**config.mk**
```make
export PLATFORM = sky130hd
export DESIGN_NAME = led_matrix_framebuffer_serializer_top
export DESIGN_NICKNAME = d
export VERILOG_FILES = /design/src/sv/lmfs_pkg.sv /design/src/sv/lmfs_row_store.sv /design/src/sv/led_matrix_framebuffer_serializer_top.sv
export VERILOG_INCLUDE_DIRS = /design/src /design/src/sv
export SDC_FILE = /design/constraint.sdc
export NUM_CORES = 1
export LEC_CHECK = 0
export ABC_CLOCK_PERIOD_IN_PS = 2800
export BUFFER_PORTS_ARGS = -buffer_cell sky130_fd_sc_hd__buf_2
export CAP_MARGIN = 20
export CELL_PAD_IN_SITES_DETAIL_PLACEMENT = 1
export CELL_PAD_IN_SITES_GLOBAL_PLACEMENT = 2
export CORE_ASPECT_RATIO = 0.75
export CORE_MARGIN = 2
export CORE_UTILIZATION = 40
export DETAILED_ROUTE_END_ITERATION = 12
export PLACE_DENSITY = 0.78
export SLEW_MARGIN = 25
export SYNTH_ARGS = -nofsm -noshare
export SYNTH_HDL_FRONTEND = slang
export SYNTH_HIERARCHICAL = 1
export SYNTH_SLANG_ARGS = --single-unit
```
**constraint.sdc**
```tcl
create_clock -name clk -period 2.8 [get_ports clk]
set_clock_uncertainty 0.05 [all_clocks]
set_input_delay 0.28 -clock clk [delete_from_list [all_inputs] [get_ports clk]]
set_output_delay 0.28 -clock clk [all_outputs]
set_load 0.02 [all_outputs]
```
**src/sv/assert_macros.svh**
```systemverilog
// Assertion macros, included by the serializer top level.
`ifndef ASSERT_MACROS_SVH
`define ASSERT_MACROS_SVH

// Same-cycle implication.
`define ASSERT_IMPL(lbl, ante, cons, msg) \
    lbl: assert property (@(posedge clk) disable iff (!rst_n) (ante) |-> (cons)) \
        else $error(msg);

// Next-cycle implication.
`define ASSERT_NEXT(lbl, ante, cons, msg) \
    lbl: assert property (@(posedge clk) disable iff (!rst_n) (ante) |=> (cons)) \
        else $error(msg);

`endif

```
**src/sv/lmfs_pkg.sv**
```systemverilog
// Types and constants of the LED matrix frame serializer.
package lmfs_pkg;

    localparam int ROWS          = 12;
    localparam int COLS          = 12;
    localparam int ROW_ADDR_STEP = 4;
    localparam int ROW_AW        = (ROWS > 1) ? $clog2(ROWS) : 1;
    localparam int COL_AW        = $clog2(COLS);

    localparam logic [2:0] KIND_SET_PIXEL  = 3'd0;
    localparam logic [2:0] KIND_GET_PIXEL  = 3'd1;
    localparam logic [2:0] KIND_FILL       = 3'd2;
    localparam logic [2:0] KIND_WRITE_FRAME = 3'd3;
    localparam logic [2:0] KIND_BRIGHTNESS = 3'd4;

    localparam logic [4:0] FRAME_DATA_LEN = 5'd22;
    localparam logic [4:0] FRAME_CMD_LEN  = 5'd12;
    localparam logic [2:0] DATA_ID        = 3'b101;
    localparam logic [2:0] CMD_ID         = 3'b100;
    localparam logic [3:0] BRIGHT_BASE    = 4'hA;
    localparam logic [7:0] LEVEL_MAX      = 8'd15;

    typedef struct packed {
        logic [2:0] kind;
        logic [7:0] x_pos;
        logic [7:0] y_pos;
        logic       pixel_value;
        logic [7:0] level;
    } cmd_t;

    typedef struct packed {
        logic [21:0] frame_bits;
        logic [4:0]  frame_length;
        logic        pixel_bit;
        logic        last;
    } res_t;

    typedef struct packed {
        logic              rd_en;
        logic [ROW_AW-1:0] rd_addr;
        logic              wr_en;
        logic [ROW_AW-1:0] wr_addr;
        logic [COLS-1:0]   wr_data;
        logic              fill_en;
        logic              fill_val;
    } store_req_t;

endpackage

```
**src/sv/lmfs_row_store.sv**
```systemverilog
// Pixel row memory with per-row valid bits and a whole-store fill value.
module lmfs_row_store
    import lmfs_pkg::*;
(
    input  logic            clk,
    input  logic            rst_n,
    input  store_req_t      req,
    output logic [COLS-1:0] rd_data
);

    logic [COLS-1:0] mem [ROWS];
    logic [ROWS-1:0] valid_reg;
    logic [ROWS-1:0] valid_next;
    logic            fill_reg;
    logic            fill_next;
    logic [COLS-1:0] mem_q_reg;
    logic            valid_q_reg;
    logic            fill_q_reg;

    always_comb
    begin
        valid_next = valid_reg;
        fill_next  = fill_reg;
        if (req.fill_en)
        begin
            valid_next = '0;
            fill_next  = req.fill_val;
        end
        else if (req.wr_en)
        begin
            valid_next[req.wr_addr] = 1'b1;
        end
    end

    always_ff @(posedge clk or negedge rst_n)
    begin
        if (!rst_n)
        begin
            valid_reg <= '0;
            fill_reg  <= 1'b0;
        end
        else
        begin
            valid_reg <= valid_next;
            fill_reg  <= fill_next;
        end
    end

    always_ff @(posedge clk)
    begin
        if (req.wr_en)
        begin
            mem[req.wr_addr] <= req.wr_data;
        end
        if (req.rd_en)
        begin
            mem_q_reg   <= mem[req.rd_addr];
            valid_q_reg <= valid_reg[req.rd_addr];
            fill_q_reg  <= fill_reg;
        end
    end

    // rows untouched since the last fill read as the fill value
    assign rd_data = valid_q_reg ? mem_q_reg : {COLS{fill_q_reg}};

endmodule

```
**src/sv/led_matrix_framebuffer_serializer_top.sv**
```systemverilog
// Top level of the LED matrix frame serializer.
// Commands arrive one word at a time on cmd; results leave on res. Set pixel
// and get pixel are accepted with a row read, then modify the row or answer;
// fill acts on acceptance, brightness answers after it, and write frame sends
// one data frame per row since each data frame needs one read of the row memory.
// A finished result waits in the output register while the next command is
// taken. The store reads as all zero after reset with no clearing pass.
module led_matrix_framebuffer_serializer_top
    import lmfs_pkg::*;
(
    input  logic clk,
    input  logic rst_n,
    input  logic cmd_valid,
    output logic cmd_stall,
    input  cmd_t cmd,
    output logic res_valid,
    input  logic res_stall,
    output res_t res
);

`include "assert_macros.svh"

    localparam logic [1:0] S_IDLE = 2'd0;
    localparam logic [1:0] S_PIX  = 2'd1;
    localparam logic [1:0] S_ROW  = 2'd2;

    logic [1:0]        state_reg, state_next;
    cmd_t              cmd_reg, cmd_next;
    logic              inside_reg, inside_next;
    logic [ROW_AW-1:0] row_reg, row_next;
    logic              res_valid_reg, res_valid_next;
    res_t              res_reg, res_next;

    store_req_t        req;
    logic [COLS-1:0]   row_data;
    logic [COLS-1:0]   row_mod;
    logic [COL_AW-1:0] bit_idx;
    logic              in_range;
    logic              out_free;
    logic              row_last;
    logic [6:0]        row_addr;
    logic [3:0]        lv;

    lmfs_row_store u_store
    (
        .clk     (clk),
        .rst_n   (rst_n),
        .req     (req),
        .rd_data (row_data)
    );

    assign in_range = (cmd.x_pos < 8'(COLS)) && (cmd.y_pos < 8'(ROWS));
    assign out_free = !res_valid_reg || !res_stall;
    assign bit_idx  = COL_AW'(COLS - 1) - cmd_reg.x_pos[COL_AW-1:0];
    assign row_last = (row_reg == ROW_AW'(ROWS - 1));
    assign row_addr = 7'(32'(row_reg) * ROW_ADDR_STEP);
    assign lv       = (cmd_reg.level > LEVEL_MAX) ? 4'hF : cmd_reg.level[3:0];

    always_comb
    begin
        row_mod          = row_data;
        row_mod[bit_idx] = cmd_reg.pixel_value;
    end

    always_comb
    begin
        state_next     = state_reg;
        cmd_next       = cmd_reg;
        inside_next    = inside_reg;
        row_next       = row_reg;
        res_valid_next = res_valid_reg && res_stall;
        res_next       = res_reg;
        req            = '0;
        req.rd_addr    = cmd.y_pos[ROW_AW-1:0];
        req.wr_addr    = cmd_reg.y_pos[ROW_AW-1:0];
        req.wr_data    = row_mod;
        req.fill_val   = cmd.pixel_value;

        case (state_reg)
            S_IDLE:
            begin
                if (cmd_valid)
                begin
                    cmd_next    = cmd;
                    inside_next = in_range;
                    case (cmd.kind)
                        KIND_SET_PIXEL, KIND_GET_PIXEL:
                        begin
                            req.rd_en  = in_range;
                            state_next = S_PIX;
                        end
                        KIND_FILL:
                        begin
                            req.fill_en = 1'b1;
                        end
                        KIND_WRITE_FRAME:
                        begin
                            req.rd_en   = 1'b1;
                            req.rd_addr = '0;
                            row_next    = '0;
                            state_next  = S_ROW;
                        end
                        KIND_BRIGHTNESS:
                        begin
                            state_next = S_PIX;
                        end
                        default:
                        begin
                            state_next = S_IDLE;
                        end
                    endcase
                end
            end
            S_PIX:
            begin
                case (cmd_reg.kind)
                    KIND_SET_PIXEL:
                    begin
                        req.wr_en  = inside_reg;
                        state_next = S_IDLE;
                    end
                    KIND_GET_PIXEL:
                    begin
                        if (out_free)
                        begin
                            res_valid_next        = 1'b1;
                            res_next.frame_bits   = '0;
                            res_next.frame_length = '0;
                            res_next.pixel_bit    = inside_reg && row_data[bit_idx];
                            res_next.last         = 1'b1;
                            state_next            = S_IDLE;
                        end
                    end
                    KIND_BRIGHTNESS:
                    begin
                        if (out_free)
                        begin
                            res_valid_next        = 1'b1;
                            res_next.frame_bits   = {10'd0, CMD_ID, BRIGHT_BASE, lv, 1'b0};
                            res_next.frame_length = FRAME_CMD_LEN;
                            res_next.pixel_bit    = 1'b0;
                            res_next.last         = 1'b1;
                            state_next            = S_IDLE;
                        end
                    end
                    default:
                    begin
                        state_next = S_IDLE;
                    end
                endcase
            end
            S_ROW:
            begin
                if (out_free)
                begin
                    res_valid_next        = 1'b1;
                    res_next.frame_bits   = {DATA_ID, row_addr, row_data};
                    res_next.frame_length = FRAME_DATA_LEN;
                    res_next.pixel_bit    = 1'b0;
                    res_next.last         = row_last;
                    if (row_last)
                    begin
                        state_next = S_IDLE;
                    end
                    else
                    begin
                        row_next    = row_reg + 1'b1;
                        req.rd_en   = 1'b1;
                        req.rd_addr = row_reg + 1'b1;
                    end
                end
            end
            default:
            begin
                state_next = S_IDLE;
            end
        endcase
    end

    always_ff @(posedge clk or negedge rst_n)
    begin
        if (!rst_n)
        begin
            state_reg     <= S_IDLE;
            res_valid_reg <= 1'b0;
        end
        else
        begin
            state_reg     <= state_next;
            res_valid_reg <= res_valid_next;
        end
    end

    always_ff @(posedge clk)
    begin
        cmd_reg    <= cmd_next;
        inside_reg <= inside_next;
        row_reg    <= row_next;
        res_reg    <= res_next;
    end

    assign cmd_stall = (state_reg != S_IDLE);
    assign res_valid = res_valid_reg;
    assign res       = res_reg;

    `ASSERT_IMPL(a_no_wr_with_fill, req.wr_en, !req.fill_en, "row write during fill")
    `ASSERT_IMPL(a_row_in_range, state_reg == S_ROW, row_reg <= ROW_AW'(ROWS - 1),
                 "frame row counter beyond last row")
    `ASSERT_IMPL(a_empty_is_last, res_valid && res.frame_length == 5'd0, res.last,
                 "pixel answer not marked last")
    `ASSERT_NEXT(a_frame_start,
                 cmd_valid && !cmd_stall && cmd.kind == KIND_WRITE_FRAME,
                 state_reg == S_ROW && row_reg == '0, "write frame did not start at row 0")

endmodule
```
# Yosys cells after proc, flatten, opt, wreduce, memory -nomap -nowiden
# Memory sizes are Yosys's and may differ from the RTL's. A register that Yosys moved wholly into a read port is not among the register bits.
# Index checks and enable logic that the tools add are counted.
# W data, S select, Z words.
totals:
  reg_bits: 72
  ramBits: 144
  in_bits: 32
  output_inout_bits: 31
  word_cells: 116
  n_memories: 1
op_classes:
  addsub: 2
  n_lt_le_gt_ge: 8
  n_eq_ne: 19
  n_mux: 46
  bitwise: 1
  n_reduce_logical: 22
mem_list:
  columns: ["memory", "depth", "width", "read_ports", "rd_clocked_by_memory_dff", "wr", "line_no", "source"]
  rows:
  - ["u_store.mem", 12, 12, 1, 1, 1, "lmfs_row_store.sv:11", "logic [COLS-1:0] mem [ROWS];"]
op_table:
  columns: ["cell", "count"]
  rows:
  - ["$pmux W29 S2", 2]
  - ["$mux W29", 3]
  - ["$mux W12", 3]
  - ["$mux W4", 6]
  - ["$lt A8 B4 Y1 const B", 2]
  - ["$lt A4 B5 Y1 const B", 3]
  - ["$mux W5", 3]
  - ["$reduce_and A5 Y1", 3]
  - ["$mux W1", 13]
  - ["$bwmux W12", 1]
  - ["$or A12 B12 Y12", 1]
  - ["$pmux W2 S3", 2]
  - ["$mux W2", 5]
  - ["$ne A2 B2 Y1 const B", 5]
  - ["$pmux W5 S2", 1]
  - ["$ne A3 B3 Y1 const B", 3]
  - ["$bmux W1 S4", 2]
  - ["$demux W1 S4", 2]
  - ["$ge A4 B1 Y1 const B", 2]
  - ["$gt A8 B4 Y1 const B", 1]
  - ["$pmux W4 S2", 1]
  - ["$reduce_bool A2 Y1", 4]
  - ["$eq A3 B1 Y1 const B", 2]
  - ["$eq A3 B2 Y1 const B", 2]
  - ["other kinds (17)", 26]

# Longest topological paths before layout
# Gate-level depths: netlist (run 1).
depth:
  depth_word: 7
  mapped_depth: 12
  mapped_depth_nobuf: 9

# Modules after synthesis
# The synthesis (run 1) kept the hierarchy.
modules_own_cells:
  columns: ["module", "instances", "cells_each", "area_each_um2", "seq_area_each_um2"]
  rows:
  - ["lmfs_row_store", 1, 385, 6804.0, 5069.9]
  - ["led_matrix_framebuffer_serializer_top", 1, 201, 2517.4, 1456.4]

# Worst setup path before layout (run 1)
# No wires, ideal clock.
synth_path:
  path_type: "reg2reg"
  start: "register state_reg[0]"
  end: "register u_store.fill_q_reg, enable pin"
  setup_ps: 426
  arrival_ps: 2388
  required_ps: 2324
  setup_slack_ps: -64
  stages_incl_launch_ff: 5
  path_buffers: 0
  synth_period_minus_slack_ps: 2864
  cell_sequence: "dfrtp_1 inv_1 ha_1 nand2_1 o41ai_1"
synth_lines:
  columns: ["element", "line_no", "source"]
  rows:
  - ["from (decl)", "led_matrix_framebuffer_serializer_top.sv:27", "logic [1:0] state_reg, state_next;"]
  - ["from (signal assigned)", "led_matrix_framebuffer_serializer_top.sv:189", "state_reg <= state_next;"]
  - ["to (signal assigned)", "lmfs_row_store.sv:59", "fill_q_reg <= fill_reg;"]
  - ["to (decl)", "lmfs_row_store.sv:18", "logic fill_q_reg;"]

==> results_dict.tcl, run 1 <==
set metrics [dict create \
    die_area_um2 24600 \
    ant_nets 0 \
    yosysSeqAreaShare 0.700 \
    avgSynthCellArea_um2 15.9 \
    power_per_cell_area_nw_per_um2 740 \
    grt_pass1_wl_mm 35.2 \
    htree_levels 1 \
    drt_iter0_markers 411 \
    port_buffers 57 \
    die_h_um 136 \
    drcViolationCount 0 \
    p_leak_nw 4.14 \
    syn_area_um2 9320 \
    final_area_um2 11200 \
    track_usage 0.189 \
    synth-edff-count 204 \
    clk_path_buf_depth 3 \
    path_cells "inv_1, ha_1, nor2b_2, a41oi_2, buf_4, a22o_2, buf_12, buf_16, mux2i_2, a22o_1, o31ai_1" \
    critPathCaptureType "flop" \
    dp.cells 952 \
    wl_mm 22.9 \
    finalNetCount 738 \
    fin_crit_ns 2.71 \
    tightest_slew_ns 0.692 \
    start_util 0.406 \
    path_buf_inv 4 \
    final_cells 1016 \
    slowest_delay_ns 0.38 \
    syn_to_final_growth_pct 20.5 \
    critPathKind "flop to flop" \
    max_freq_ghz 0.369 \
    cap_violations 0 \
    clockRootBuffer "clkbuf_16" \
    total_power_mw 8.31 \
    clkTransAtPathRegs_ns 0.07 \
    io_pins 63 \
    critical_path.top_delay_family "buffers and inverters" \
    layout_commonest_cell "edfxtp_1" \
    drive_above_1_share 0.297 \
    cts_tree "built" \
    clock_latency_ns 0.52 \
    startpoint_type "flop" \
    largest_reg_flops 144 \
    min_period_over_period 0.967 \
    grt_pass1_vias 5668 \
    vdd_drop_max_mv 0.425 \
    arrival_ns 2.92 \
    syn_inst 586 \
    dr.pass1.iters 5 \
    dp_hpwl_mm 15.9 \
    cts.sinks 220 \
    status "finished clean" \
    gp_congestion 0.876 \
    synthDistinctLibCells 56 \
    rsz0062_at_grt "true" \
    rows 48 \
    slew_headroom 0.537 \
    critPathMaxFanout 26 \
    postCtsSetupBuffers 0 \
    place_area_um2 10100 \
    whs_ns 0.167 \
    core_area_um2 22900 \
    final_cell_mix "edfxtp_1 (204), nand2_1 (60), buf_2 (57)" \
    num_antenna_cells 0 \
    overflow 0 \
    async_flop_share 0.0727 \
    hold_viol_final 0 \
    grt_max_degree 27 \
    cts-buffers-inserted 23 \
    dieWidth_um 180 \
    synth_top_flop_cell "edfxtp_1" \
    cp.required_ns 3.02 \
    routed-via-count 5486 \
    finalWorstSetupSlack_ns 0.0933 \
    pre_cts_slack_ns 0.0280 \
    setup_viol 0 \
    cp_slowest_cell "dfrtp_1" \
    yosys_warnings 6 \
    slew_violations 0 \
    vias_per_cell 5.40 \
    antenna_found_initial 0 \
    avgRoutedWirePerCell_um 22.5 \
    ys_ff_latch 220 \
    min_path_type "primary input to asynchronous set/reset pin" \
]
## layout make-up
type	count	area [um2]
Inverter	12	45.0
Tap cell	300	375
Sequential cell	220	6530
Clock buffer	25	583
Multi-Input combinational cell	323	2630
Fill cell	2259	11700
Clock inverter	17	198
Timing Repair Buffer	119	873
## power breakdown
group / leakage, nW / switching, mW / internal, mW / total [mW]
registers: 2.08 / 0.103 / 3.88 / 3.98
clock network: 0.382 / 1.26 / 1.88 / 3.15
logic: 1.67 / 0.731 / 0.455 / 1.19
## cells in the mapped netlist, types with 2 or more instances
master    number  area, um2
edfxtp_1     204       6130
nand2_1       60        225
mux2_2        35        394
nor2_1        30        113
mux2i_1       29        290
a21oi_1       17       85.1
dfrtp_1       16        400
a22o_1        13        114
inv_1         12       45.0
o22ai_1       12       75.1
and2_1        11       68.8
buf_4         11       82.6
clkbuf_1      11       41.3
mux4_2        11        248
o31ai_1       11       82.6
nand3_1        9       45.0
nor2b_1        8       50.1
buf_6          7       78.8
ha_1           7       87.6
o21ai_0        7       35.0
mux4_1         6        158
nand2b_1       6       37.5
buf_2          5       25.0
a31oi_1        4       25.0
nand3b_1       4       30.0
nor3_1         3       15.0
o21a_1         3       22.5
a32o_1         2       20.0
and3b_1        2       17.5
nor3b_1        2       15.0
nor4_1         2       12.5
xor2_1         2       17.5
## final timing paths
check	to	slack, ns	depth (start not counted)	start
min in group clk	state_reg[1]	0.22	4	cmd_valid
worst max register to register	u_store/mem_q_reg[6]	0.09	11	state_reg[0]
worst max-delay path	u_store/mem_q_reg[6]	0.09	11	state_reg[0]
worst min-delay path	u_store/valid_reg[7]	0.17	2	rst_n
worst min register to register	u_store/fill_q_reg	0.42	0	u_store/fill_reg
max in group asynchronous	res_valid	2.23	2	rst_n
## worst reg2reg max path, delay by kind of cell, from the launching register on
kind                       cells  cell delay [ns]
AOI/OAI and AO/OA              4             0.63
muxes                          1             0.34
DFF                            1             0.38
and+or+nand+nor                1             0.16
buffers and inverters          4             0.65
adders and majority gates      1             0.23
## metrics by stage
stage / utilization / TNS, ns
4_1_cts: 0.484 / 0
5_1_grt: 0.490 / -0.139
2_1_floorplan: - / 0
3_5_place_dp: 0.441 / 0
6_report: 0.490 / 0
3_3_place_gp: 0.441 / 0
## layer usage
metal,track usage,routed length (um),part of all wire,up-vias
li1,-,-,-,2472
met1,0.292,11500,0.50,2831
met2,0.279,9780,0.43,149
met3,0.0354,1160,0.051,34
met4,0.0376,421,0.018,0
met5,0,0,0,-
## cell families after synthesis
group                      Yosys count  synth area share
DFF                                220             0.700
and+or+nand+nor                    145            0.0760
muxes                               82             0.118
AOI/OAI and AO/OA                   81            0.0617
buffers and inverters               47            0.0314
adders and majority gates            7           0.00940
xor gates and xnor gates             3           0.00282
other                                1          0.000402
## repair_timing
item                       in CTS  in global routing
hold buffers                   21                  0
cloned                          0                  1
hold endpoints to repair       37                  0
gates resized for setup         2                 22
setup endpoints to repair       2                 13
No activity file was read; power rests on OpenSTA's default activity.
==> run 2: changes to the inputs <==
--- a/config.mk
+++ b/config.mk
@@ -11,7 +11,7 @@
 export CAP_MARGIN = 20
 export CELL_PAD_IN_SITES_DETAIL_PLACEMENT = 1
 export CELL_PAD_IN_SITES_GLOBAL_PLACEMENT = 2
-export CORE_ASPECT_RATIO = 0.75
+export CORE_ASPECT_RATIO = 0.6
 export CORE_MARGIN = 2
 export CORE_UTILIZATION = 40
 export DETAILED_ROUTE_END_ITERATION = 12
==> run 2 against run 1 <==
Against the previous run: core utilization down 0.75 points; final cell count increased by 0.59%; routed wire length increased by 9.9%; critical path type unchanged; largest cell class unchanged; largest power group unchanged.
==> results_dict.tcl, run 2 (synthesized netlist as in run 1, its figures left out) <==
set metrics [dict create \
    status "finished clean" \
    critical_path.top_delay_family "compound AO/OA/AOI/OAI gates" \
    io_pins 63 \
    track_usage 0.208 \
    final_area_um2 11100 \
    hold_viol_final 0 \
    num_antenna_cells 0 \
    min_period_over_period 0.991 \
    path_cells "inv_1, ha_2, nor2b_1, a41oi_2, a22o_2, buf_12, buf_12, mux2i_1, a22o_1, o31ai_1" \
    cap_violations 0 \
    fin_util 0.482 \
    critPathCaptureType "flop" \
    largest_reg_flops 144 \
    final_cell_mix "edfxtp_1 (204), nand2_1 (60), buf_2 (57)" \
    cts_tree "built" \
    startpoint_type "flop" \
    drt_iter0_markers 435 \
    arrival_ns 2.97 \
    antenna_found_initial 1 \
    final-seq-area_um2 6530 \
    r2r-end "u_store/mem_q_reg[9]" \
    critPathKind "flop to flop" \
    dieWidth_um 201 \
    min_path_cells 1 \
    pre_cts_slack_ns -0.187 \
    fin_setup_tns_ns 0 \
    grt_pass1_wl_mm 37.0 \
    clk_path_buf_depth 3 \
    slew_violations 0 \
    core_area_um2 23000 \
    cp_slowest_cell "dfrtp_1" \
    drive_above_1_share 0.274 \
    path_buf_inv 3 \
    r2r_setup_slack_ns 0.03 \
    min_path_type "primary input to flop" \
    dp_hpwl_mm 17.0 \
    ff2ff_path_depth 10 \
    gp_congestion 0.890 \
    path_common_cell "buf_12" \
    setup_viol 0 \
    layout_commonest_cell "edfxtp_1" \
    worst_r2r_startpoint "state_reg[0]" \
    htree_levels 1 \
    clkTransAtPathRegs_ns 0.07 \
    rsz0062_at_grt "true" \
    cts-buffers-inserted 21 \
    die_h_um 122 \
    place_area_um2 10100 \
    routed-via-count 5528 \
    slew_headroom 0.501 \
    clockRootBuffer "clkbuf_16" \
    dr.pass1.iters 4 \
    start_util 0.406 \
    max_freq_ghz 0.360 \
    vdd_drop_max_mv 0.492 \
    port_buffers 57 \
    die_area_um2 24600 \
    slowest_delay_ns 0.40 \
    syn_to_final_growth_pct 18.8 \
    vias_per_cell 5.41 \
    multi_input_comb_area_um2 2600 \
    holdCritStartpoint "cmd[25]" \
    overflow 0 \
    avgRoutedWirePerCell_um 24.6 \
    fillCellCount 2257 \
    grt_max_degree 27 \
    tightest_slew_ns 0.747 \
    wl_mm 25.1 \
    rows 43 \
    grt_pass1_vias 5641 \
    cp.required_ns 3.00 \
    ant_nets 0 \
    cts.sinks 220 \
    power_per_cell_area_nw_per_um2 725 \
    fin_crit_ns 2.77 \
    clock_latency_ns 0.52 \
    hold_end "cmd_reg[25]" \
    p_leak_nw 4.08 \
    drcViolationCount 0 \
    finalNetCount 732 \
    critPathMaxFanout 26 \
    finalWorstSetupSlack_ns 0.0260 \
]
==> run 2: layout make-up <==
cell class | instances | area share
clock buffers | 27 | 0.0513
clock inverters | 10 | 0.00893
inverters | 12 | 0.00407
multi-input cells | 323 | 0.235
flip-flops and latches | 220 | 0.589
well taps | 315 | 0.0356
repair buffers | 115 | 0.0759
==> run 2: timing repair <==
action,4_1_cts,5_1_grt
resized for setup,3,13
pin swaps,1,0
hold endpoints to repair,36,0
buffers inserted,1,1
setup endpoints to repair,12,13
hold buffers,20,0
==> run 2: worst max path at each step <==
| stage | startpoint | end | cells after the start |
|---|---|---|---|
| 2_1_floorplan | state_reg[1] | u_store/mem[0][0] | 6 |
| 3_3_place_gp | row_reg[1] | u_store/mem_q_reg[3] | 10 |
| 3_5_place_dp | row_reg[1] | u_store/mem_q_reg[4] | 10 |
| 4_1_cts | state_reg[0] | u_store/mem_q_reg[9] | 10 |
| 5_1_grt | state_reg[0] | u_store/mem_q_reg[9] | 10 |
| 6_report | state_reg[0] | u_store/mem_q_reg[9] | 10 |
==> run 2: per-stage QoR <==
stage / hold WS, ns / power [mW] / std cells
global placement: 0.170 / 5.15 / 963
global route: 0.00998 / 8.31 / 1022
finish: 0.0363 / 8.03 / 1022
CTS: 0.00407 / 8.05 / 1021
floorplan: -0.0656 / 4.76 / 590
detailed placement: 0.188 / 5.20 / 963
==> run 2: per-layer routing <==
layer  GRT usage  up-vias  routed length (um)
met5           0        -                   0
met4      0.0417        0                 382
met3      0.0544       28                1900
met2       0.297      168               10500
met1       0.320     2880               12400
li1            -     2452                   -
==> run 2: power breakdown <==
part | internal (mW) | total [mW] | switching, mW
sequential | 3.88 | 3.99 | 0.110
clock | 1.62 | 2.83 | 1.21
combinational | 0.440 | 1.21 | 0.769
total | 5.94 | 8.03 | 2.09
==> run 2: worst register-to-register path, cell delays in order (launching register included) <==
cell,delay [ns]
dfrtp_1,0.40
inv_1,0.09
ha_2,0.25
nor2b_1,0.07
a41oi_2,0.27
a22o_2,0.24
buf_12,0.19
buf_12,0.25
mux2i_1,0.42
a22o_1,0.20
o31ai_1,0.07
==> run 3: changes to the inputs <==
--- a/config.mk
+++ b/config.mk
@@ -6,16 +6,16 @@
 export SDC_FILE = /design/constraint.sdc
 export NUM_CORES = 1
 export LEC_CHECK = 0
-export ABC_CLOCK_PERIOD_IN_PS = 2800
+export ABC_CLOCK_PERIOD_IN_PS = 2700
 export BUFFER_PORTS_ARGS = -buffer_cell sky130_fd_sc_hd__buf_2
 export CAP_MARGIN = 20
 export CELL_PAD_IN_SITES_DETAIL_PLACEMENT = 1
 export CELL_PAD_IN_SITES_GLOBAL_PLACEMENT = 2
 export CORE_ASPECT_RATIO = 0.6
 export CORE_MARGIN = 2
-export CORE_UTILIZATION = 40
+export CORE_UTILIZATION = 44
 export DETAILED_ROUTE_END_ITERATION = 12
-export PLACE_DENSITY = 0.78
+export PLACE_DENSITY = 0.81
 export SLEW_MARGIN = 25
 export SYNTH_ARGS = -nofsm -noshare
 export SYNTH_HDL_FRONTEND = slang
==> constraint.sdc (replaced) <==
create_clock -name clk -period 2.7 [get_ports clk]
set_clock_uncertainty 0.05 [all_clocks]
set_input_delay 0.27 -clock clk [delete_from_list [all_inputs] [get_ports clk]]
set_output_delay 0.27 -clock clk [all_outputs]
set_load 0.02 [all_outputs]
==> run 3 against run 2 <==
Against the previous run: critical endpoint is now u_store/valid_q_reg; routed wire length shrank 4.5%; highest routed layer unchanged; via count fell by 0.22%; critical path depth is the same; first-iteration DRC count grew 6.0%; worst hold slack gained 0.12 ns; largest power group unchanged; non-clock buffer count is 9 higher; cell area rose by 2.0%; sequential cell count stayed put; die area decreased by 8.9%; combinational power rose by 8%; sequential share of layout area fell by 1.2 points.
==> results_dict.tcl, run 3 (synthesized netlist as in run 1, its figures left out) <==
set metrics [dict create \
    clk_path_buf_depth 3 \
    hold_end "inside_reg" \
    cts_tree "built" \
    port_buffers 57 \
    track_usage 0.218 \
    critical_path.top_delay_family "multiplexers" \
    startpoint_type "flop" \
    slew_headroom 0.596 \
    die_h_um 117 \
    dp_hpwl_mm 16.3 \
    core_area_um2 20900 \
    cp.required_ns 2.89 \
    final_cell_mix "edfxtp_1 (204), nand2_1 (59), buf_2 (57)" \
    cts.sinks 220 \
    holdCritStartpoint "cmd[22]" \
    critPathKind "flop to flop" \
    fin_setup_tns_ns 0 \
    clkTransAtPathRegs_ns 0.07 \
    path_cells "inv_2, ha_2, nor2b_1, a41oi_2, nand2_2, o21ai_4, buf_6, mux4_1, mux2i_1, o21ai_0" \
    cp_slowest_cell "mux4_1" \
    r2r_setup_slack_ns 0.05 \
    dieWidth_um 192 \
    drive_above_1_share 0.305 \
    clockRootBuffer "clkbuf_16" \
    finalWorstSetupSlack_ns 0.0460 \
    fin_crit_ns 2.65 \
    min_path_cells 4 \
    overflow 0 \
    dr.pass1.iters 5 \
    max_freq_ghz 0.377 \
    drcViolationCount 0 \
    finalNetCount 741 \
    routed-via-count 5516 \
    layout_commonest_cell "edfxtp_1" \
    vias_per_cell 5.54 \
    rows 41 \
    cts-buffers-inserted 21 \
    crit_start "state_reg[0]" \
    setup_viol 0 \
    largest_reg_flops 144 \
    gp_congestion 0.832 \
    dp.cells 932 \
    ant_nets 0 \
    p_leak_nw 4.12 \
    start_util 0.446 \
    vdd_drop_max_mv 0.456 \
    worst_r2r_startpoint "state_reg[0]" \
    num_antenna_cells 0 \
    pre_cts_slack_ns -0.0442 \
    antenna_found_initial 0 \
    ff2ff_path_depth 10 \
    min_path_type "primary input to flop" \
    power_per_cell_area_nw_per_um2 724 \
    slew_violations 0 \
    arrival_ns 2.84 \
    grt_pass1_vias 5775 \
    cap_violations 0 \
    min_period_over_period 0.983 \
    io_pins 63 \
    critPathCaptureType "flop" \
    grt_pass1_wl_mm 35.7 \
    htree_levels 1 \
    syn_to_final_growth_pct 21.2 \
    clock_latency_ns 0.50 \
    grt_max_degree 25 \
    hold_viol_final 0 \
    drt_iter0_markers 461 \
    slowest_delay_ns 0.56 \
    avgRoutedWirePerCell_um 24.1 \
    wl_mm 24.0 \
    tightest_slew_ns 0.605 \
    critPathMaxFanout 5 \
    r2r-end "u_store/valid_q_reg" \
    path_buf_inv 2 \
    status "finished clean" \
    die_area_um2 22400 \
    final_cells 996 \
]
-- run 3: timing repair --
item | 4_1_cts | 5_1_grt
cloned | 1 | 1
hold buffers | 21 | 0
gates resized for setup | 14 | 33
setup endpoints to repair | 9 | 13
hold endpoints to repair | 37 | 0
pin swaps | 0 | 2
buffers inserted | 0 | 3
-- run 3: cell type report --
cell class                 instances  area, um2
fill                            1975       9580
sequential                       220       6530
multi-input combinational        323       2750
clock inverter                    11       77.6
clock buffer                      27        548
tap                              279        349
inverter                          12       45.0
timing repair buffer             124        998
-- run 3: power by group --
part           switching (mW)  internal (mW)  total, mW  leakage [nW]
registers               0.108           4.02       4.13          2.08
logic                   0.795          0.519       1.31          1.73
clock network            1.21           1.53       2.74         0.300
-- run 3: worst max-delay path by stage --
stage	depth (start not counted)	endpoint	slack [ns]
6_report	10	u_store/valid_q_reg	0.05
5_1_grt	10	u_store/valid_q_reg	-0.05
4_1_cts	9	u_store/mem_q_reg[0]	0.02
3_5_place_dp	10	u_store/mem_q_reg[8]	-0.04
3_3_place_gp	9	u_store/mem_q_reg[8]	0.04
2_1_floorplan	11	u_store/mem_q_reg[8]	0.25
-- run 3: metrics by stage --
step                 util  total power, mW  instance area (um2)  hold slack (ns)
global route        0.541             8.50                11300            0.154
floorplan               -             4.94                 9350          -0.0756
CTS                 0.530             8.17                11100            0.135
detailed placement  0.486             5.38                10100            0.165
finish              0.541             8.18                11300            0.157
global placement    0.486             5.31                10100            0.162
-- run 3: worst register-to-register path, delay by kind of cell (launching register included) --
family	cells	cell delay, ns
muxes	2	0.70
AOI/OAI and AO/OA	3	0.53
DFF	1	0.39
and+or+nand+nor	2	0.27
buffers and inverters	2	0.24
adders and majority gates	1	0.20
-- run 3: metal layers --
metal	part of all wire	routed length, um	up-vias	global-route usage
met3	0.071	1710	30	0.0466
met4	0.015	349	0	0.0395
met1	0.49	11800	2846	0.339
met5	0	0	-	0
li1	-	-	2465	-
met2	0.42	10100	175	0.319
